### config.mk
export PLATFORM = sky130hd
export DESIGN_NAME = atl_ram
export DESIGN_NICKNAME = d
export VERILOG_FILES = /design/src/hdl/atl_ram.sv
export SDC_FILE = /design/constraint.sdc
export NUM_CORES = 1
export LEC_CHECK = 0
export BUFFER_PORTS_ARGS = -buffer_cell sky130_fd_sc_hd__buf_2
export CELL_PAD_IN_SITES_DETAIL_PLACEMENT = 1
export CELL_PAD_IN_SITES_GLOBAL_PLACEMENT = 1
export CORE_MARGIN = 5
export CORE_UTILIZATION = 45
export CTS_BUF_LIST = sky130_fd_sc_hd__clkbuf_4 sky130_fd_sc_hd__clkbuf_8
export DETAILED_ROUTE_END_ITERATION = 8
export GPL_ROUTABILITY_DRIVEN = 0
export PLACE_DENSITY = 0.73
export SYNTH_ARGS = -nofsm -noshare
export SYNTH_HDL_FRONTEND = slang
export SYNTH_SLANG_ARGS = --single-unit
### constraint.sdc
create_clock -name aclk -period 1.8 [get_ports aclk]
set_input_delay 0.27 -clock aclk [delete_from_list [all_inputs] [get_ports aclk]]
set_output_delay 0.27 -clock aclk [all_outputs]
set_load 0.01 [all_outputs]
### src/hdl/atl_ram.sv
`default_nettype none
// ----------------------------------------------------------------------------
// atl_ram
// generic single-port write, single-port registered read memory
// ----------------------------------------------------------------------------
module atl_ram #(
    parameter int WIDTH = 8,
    parameter int DEPTH = 16
) (
    input  wire logic                     aclk,
    input  wire logic                     we,
    input  wire logic [$clog2(DEPTH)-1:0] waddr,
    input  wire logic [WIDTH-1:0]         wdata,
    input  wire logic [$clog2(DEPTH)-1:0] raddr,
    output logic      [WIDTH-1:0]         rdata
);
    logic [WIDTH-1:0] mem [DEPTH];

    always_ff @(posedge aclk) begin
        if (we) mem[waddr] <= wdata;
        rdata <= mem[raddr];
    end
endmodule
`default_nettype wire

==> flow_summary_export.csv, run 1 <==
group,metric,value,unit
outcome,outcome,"completed",
sta,min_period,1360,ps
die,rows,39,
die,io-pin-count,26,
global_route,grt_pass1_vias,2645,
sta,final-setup-viol-count,0,
routing,ant_nets,0,
worst_setup_path,slowest_delay,560,ps
cts,cts_sinks,136,
layout,insertedDiodeCount,0,
layout,fin_util,0.528,
routing,routed_via_density,5.51,
cts,clockRootBuffer,"clkbuf_8",
worst_setup_path,start_kind,"flip-flop",
routing,drt_iter0_markers,191,
routing,dr.pass1.iters,4,
placement,place_hpwl,7000,um
pwr,pwr-share-seq,0.554,
layout,drive_gt1_frac,0.324,
pwr,clock_power_share,0.392,
worst_hold_path,hold_depth,1,
synth,synth_area,5150,sq um
flow_run,max_cap_viol_count,0,
synth,synth_top_area_frac,0.747,
layout,fin_area,5980,sq um
worst_setup_path,critPathCaptureType,"flip-flop",
sta,holdWs,215,ps
pwr,internal_power,5.14,mW
layout,area_growth,16.2,%
worst_setup_path,r2r_setup_slack,440,ps
die,die_h,117,um
sta,finClkSkew,6.20,ps
global_route,grt_max_degree,17,
routing,wl_per_cell,23.8,um
synth,netlist_instances,229,
synth,synth-seq-area-share,0.778,
worst_setup_path,cp_top_family,"multiplexers",
worst_hold_path,hold_path_class,"in -> reg",
sta,rsz0062_at_grt,"false",
worst_setup_path,critical_path_buf_inv_count,0,
synth,ys_types,19,
global_route,overflow,0,
synth,synth-edff-count,128,
cts,cts.path.max_buffers,2,
routing,num_vias,2434,
pwr,power_switching,1.28,mW
pwr,vdd_ir_drop_max,507,uV
worst_setup_path,cp.arrival,1680,ps
cts,cts.clk_slew.worst_paths,70,ps
placement,placed_area,5580,sq um
sta,post-route-period-util,0.756,
routing,drc,0,
worst_setup_path,worst_ep_required_time,2120,ps
pwr,cellLeakagePower,2.04,nW
synth,synth_nets,247,
worst_setup_path,crit_fanout,1,
sta,max_slew_margin,0.687,
sta,fin_ws,440,ps
placement,port_buffers,25,
synth,yosys-top-cells-count,"128 x edfxtp_1, 18 x mux4_2, 16 x a22oi_1, 14 x mux4_1, 13 x nor2_1",
pwr,p_per_area,1070,nW/um^2
synth,ys_seq_elements,136,
cts,h-tree-depth,4,
sta,worst_slew_pin_slew,469,ps
layout,nFillCells,1034,
pwr,p_comb_frac,0.054,
worst_setup_path,reg2reg_depth,3,
die,die-area,13700,sq um
placement,post-place-ws,92.0,ps
die,start_util,0.455,
routing,totalWireLength,10500,um
worst_setup_path,crit_chain,"mux4_1, a22oi_1, nand2_1",
cts,numCtsBuffers,17,
worst_setup_path,path_depth,3,
cts,cts_resized,0,
cts,cts_hold_buf,0,
global_route,grt_pass1_wl,16100,um
die,core,11300,sq um
synth,netlist_top_cells_area,"edfxtp_1 75%, mux4_2 7.9%, mux4_1 7.1%",
synth,synthArstFlopShare,0,
sta,finalMaxSlewViolations,0,
pwr,power.share.switching,0.200,
worst_setup_path,path_class,"reg -> reg",
synth,synth.most_common_cell,"edfxtp_1",
cts,tritoncts,"yes",
synth,yosysTopAreaCell,"edfxtp_1",
layout,nNetsFinal,304,
die,die-width,117,um
synth,ys_warn_count,0,
sta,clock.fmax,735,MHz
synth,synth_ff_type,"edfxtp_1",
global_route,antenna_found_initial,0,
cts,post_cts_buffers,0,
worst_setup_path,crit_path_top_delay_cell,"mux4_1",
sta,tns,0,ps
synth,syn_avg_cell_area,22.5,sq um
global_route,gr-usage-all-layers,0.170,
cts,clk_latency,430,ps
sta,hold_viol_final,0,
-- metal layers --
metal	up-vias	track usage	share of wire
li1	1082	-	-
met1	1279	0.246	0.46
met2	59	0.253	0.48
met3	14	0.0339	0.038
met4	0	0.0711	0.017
met5	-	0	0
-- final timing paths --
kind / start / end
max: mem[6][2]$_DFFE_PP_ / rdata[2]$_DFF_P_
min: wdata[4] / mem[14][4]$_DFFE_PP_
max reg2reg: mem[6][2]$_DFFE_PP_ / rdata[2]$_DFF_P_
min reg2reg: mem[15][7]$_DFFE_PP_ / rdata[7]$_DFF_P_
-- sequential cells by signal (all words and copies together) (netlist names) --
signal,count
rdata,8
mem,128
-- placed cells by master (no fill, tap or decap) --
| cell type | instances |
|---|---|
| nor2_1 | 13 |
| buf_12 | 3 |
| nand3b_1 | 2 |
| mux4_2 | 18 |
| nor3_1 | 4 |
| bufinv_16 | 3 |
| a22oi_1 | 16 |
| and2_1 | 1 |
| and2b_1 | 1 |
| buf_2 | 25 |
| nand2_1 | 9 |
| clkbuf_4 | 2 |
| clkinvlp_4 | 1 |
| nor2b_1 | 1 |
| edfxtp_1 | 128 |
| mux4_1 | 14 |
| clkinv_2 | 5 |
| buf_4 | 20 |
| dfxtp_1 | 8 |
| nand2b_1 | 2 |
| clkbuf_8 | 19 |
| clkinv_1 | 2 |
| or3b_2 | 1 |
| nand3_1 | 1 |
-- worst reg2reg max path, delay by kind of cell, from the launching register on --
kind | cells | cell delay (ps)
and+or+nand+nor | 1 | 80
muxes | 1 | 560
AOI/OAI and AO/OA | 1 | 210
DFF | 1 | 400
-- final cells by class --
| cell class | instances | area (sq um) | share of cell area |
|---|---|---|---|
| clock buffer | 21 | 277 | 0.0462 |
| sequential | 136 | 4000 | 0.669 |
| clock inverter | 11 | 130 | 0.0218 |
| multi-input combinational | 83 | 1060 | 0.177 |
| tap | 143 | 179 | 0.0299 |
| timing repair buffer | 48 | 335 | 0.0561 |
-- logic make-up (layout without fill, tap and decap cells) --
| logic type | Yosys count | after routing | synth area share |
|---|---|---|---|
| simple gates | 35 | 35 | 0.0318 |
| mux | 32 | 32 | 0.150 |
| buf+inv | 10 | 80 | 0.0168 |
| compound gates | 16 | 16 | 0.0233 |
| flops | 136 | 136 | 0.778 |
-- power groups by stage --
stage,Combinational [mW],Sequential [mW],Clock (mW)
6_report,0.347,3.56,2.52
5_1_grt,0.375,3.56,2.72
4_1_cts,0.353,3.56,2.56
3_5_place_dp,0.352,3.63,0
3_3_place_gp,0.341,3.62,0
2_1_floorplan,0.180,3.63,0
-- per-stage QoR --
step / power (mW) / instances
after global placement: 3.97 / 410
after CTS: 6.48 / 442
after global routing: 6.66 / 442
after floorplan: 3.81 / 229
final: 6.42 / 442
after detailed placement: 3.98 / 410
Note: power is estimated with default switching activity, not from simulation.
==> run 2, diff against run 1 <==
==> constraint.sdc (replaced) <==
create_clock -name aclk -period 1.2 [get_ports aclk]
set_input_delay 0.18 -clock aclk [delete_from_list [all_inputs] [get_ports aclk]]
set_output_delay 0.18 -clock aclk [all_outputs]
set_load 0.01 [all_outputs]
==> flow_summary_export.csv, run 2 (synthesized netlist as in run 1, its figures left out) <==
group,metric,value,unit
sta,fin_ws,-112,ps
layout,largest-register,"mem",
flow_run,max_cap_viol_count,0,
cts,h-tree-depth,4,
die,core,11300,sq um
cts,cts.path.max_buffers,2,
worst_setup_path,path_class,"reg -> reg",
global_route,gr-usage-all-layers,0.172,
pwr,p_per_area,1550,nW/um^2
global_route,overflow,0,
sta,finalMaxSlewViolations,0,
worst_hold_path,hold_path_class,"in -> reg",
global_route,antenna_found_initial,0,
sta,holdWs,141,ps
die,die-area,13700,sq um
cts,cts_sinks,136,
layout,final_common_cell,"edfxtp_1",
layout,nNetsFinal,305,
worst_setup_path,cp.arrival,1630,ps
worst_setup_path,slowest_delay,500,ps
placement,place_hpwl,7220,um
outcome,outcome,"complete, but fails checks",
placement,port_buffers,25,
die,rows,39,
pwr,vdd_ir_drop_max,577,uV
sta,tns,-567,ps
die,die_h,117,um
cts,numCtsBuffers,17,
sta,max_slew_margin,0.430,
worst_setup_path,start_kind,"flip-flop",
routing,dr.pass1.iters,4,
sta,finClkSkew,8.23,ps
cts,clockRootBuffer,"clkbuf_8",
layout,largest_register_ff_count,128,
layout,nFillCells,1024,
routing,routed_via_density,5.49,
layout,fin_util,0.528,
outcome,violations,"negative setup slack",
routing,drc,0,
layout,insertedDiodeCount,0,
layout,layout_common_cells,"128 x edfxtp_1, 31 x mux4_2, 25 x buf_2",
layout,drive_gt1_frac,0.417,
sta,worst_slew_pin_slew,853,ps
die,io-pin-count,26,
layout,multi_input_area,1090,sq um
die,start_util,0.455,
layout,fin_area,5970,sq um
worst_setup_path,crit_fanout,1,
global_route,grt_max_degree,17,
sta,final-setup-viol-count,8,
worst_setup_path,critPathCaptureType,"flip-flop",
routing,drt_iter0_markers,214,
die,die-width,117,um
placement,placed_area,5590,sq um
sta,clock.fmax,762,MHz
sta,hold_viol_final,0,
worst_setup_path,crit_path_top_delay_cell,"mux4_2",
global_route,grt_pass1_vias,2670,
pwr,p_total,9.23,mW
sta,min_period,1310,ps
layout,reg_top3,"mem x128, rdata x8",
worst_setup_path,crit_chain,"mux4_2, a22oi_2, nand2_1",
worst_setup_path,worst_ep_required_time,1510,ps
routing,totalWireLength,10300,um
layout,area_growth,16.0,%
sta,post-route-period-util,1.09,
cts,cts.clk_slew.worst_paths,70,ps
global_route,grt_pass1_wl,16300,um
pwr,cellLeakagePower,1.97,nW
routing,num_vias,2431,
cts,tritoncts,"yes",
sta,rsz0062_at_grt,"true",
cts,clk_latency,420,ps
routing,ant_nets,0,
routing,wl_per_cell,23.3,um
layout,ff_latch_area,4000,sq um
[run 2: changes by cell type in the layout (fill, tap and decap cells not counted), sizes merged]
cell      change
buf           +1
clkbuf        -2
clkinv        +2
clkinvlp      +2
bufinv        -2
[run 2: timing repair]
| item | 4_1_cts | 5_1_grt |
|---|---|---|
| hold buffers | 0 | 0 |
| pin swaps | 3 | 2 |
| setup buffers | 0 | 0 |
| gates resized for setup | 6 | 0 |
| endpoints found under the setup margin | 8 | 8 |
[run 2: where the power goes]
part | switching, mW | internal, mW | leakage [nW]
combinational | 0.315 | 0.244 | 0.563
clock | 1.67 | 1.66 | 0.179
sequential | 0.0341 | 5.31 | 1.22
total | 2.02 | 7.21 | 1.97
[run 2: path summary, 6_finish.rpt]
path | startpoint | to | slack [ps] | cells after the start
worst max register to register | mem[7][3]$_DFFE_PP_ | rdata[3]$_DFF_P_ | -110 | 3
worst max-delay path | mem[7][3]$_DFFE_PP_ | rdata[3]$_DFF_P_ | -110 | 3
worst min register to register | mem[14][3]$_DFFE_PP_ | rdata[3]$_DFF_P_ | 680 | 3
worst min-delay path | wdata[2] | mem[2][2]$_DFFE_PP_ | 140 | 1
[run 2: per-stage QoR]
step	instances	worst slack, ps
after floorplan	229	-113
after global placement	411	-483
after detailed placement	411	-491
after CTS	443	-100
after global routing	443	-173
final	443	-112
[run 2: layer usage]
layer	vias up	global-route usage	wire (um)
li1	1072	-	-
met1	1285	0.230	4560
met2	60	0.271	5170
met3	14	0.0458	407
met4	0	0.0665	179
met5	-	0	0
[run 2: layout make-up]
cell class / count / share of cell area
timing repair buffer: 49 / 0.0574
clock buffer: 19 / 0.0417
clock inverter: 13 / 0.0180
multi-input combinational: 83 / 0.182
tap: 143 / 0.0300
sequential: 136 / 0.670
[run 2: worst max-delay path: cells and delay by family, from the launching register on]
family / cells / cell delay [ps]
multiplexers: 1 / 500
AO/OA/AOI/OAI: 1 / 240
flip-flops: 1 / 380
AND/OR/NAND/NOR: 1 / 90
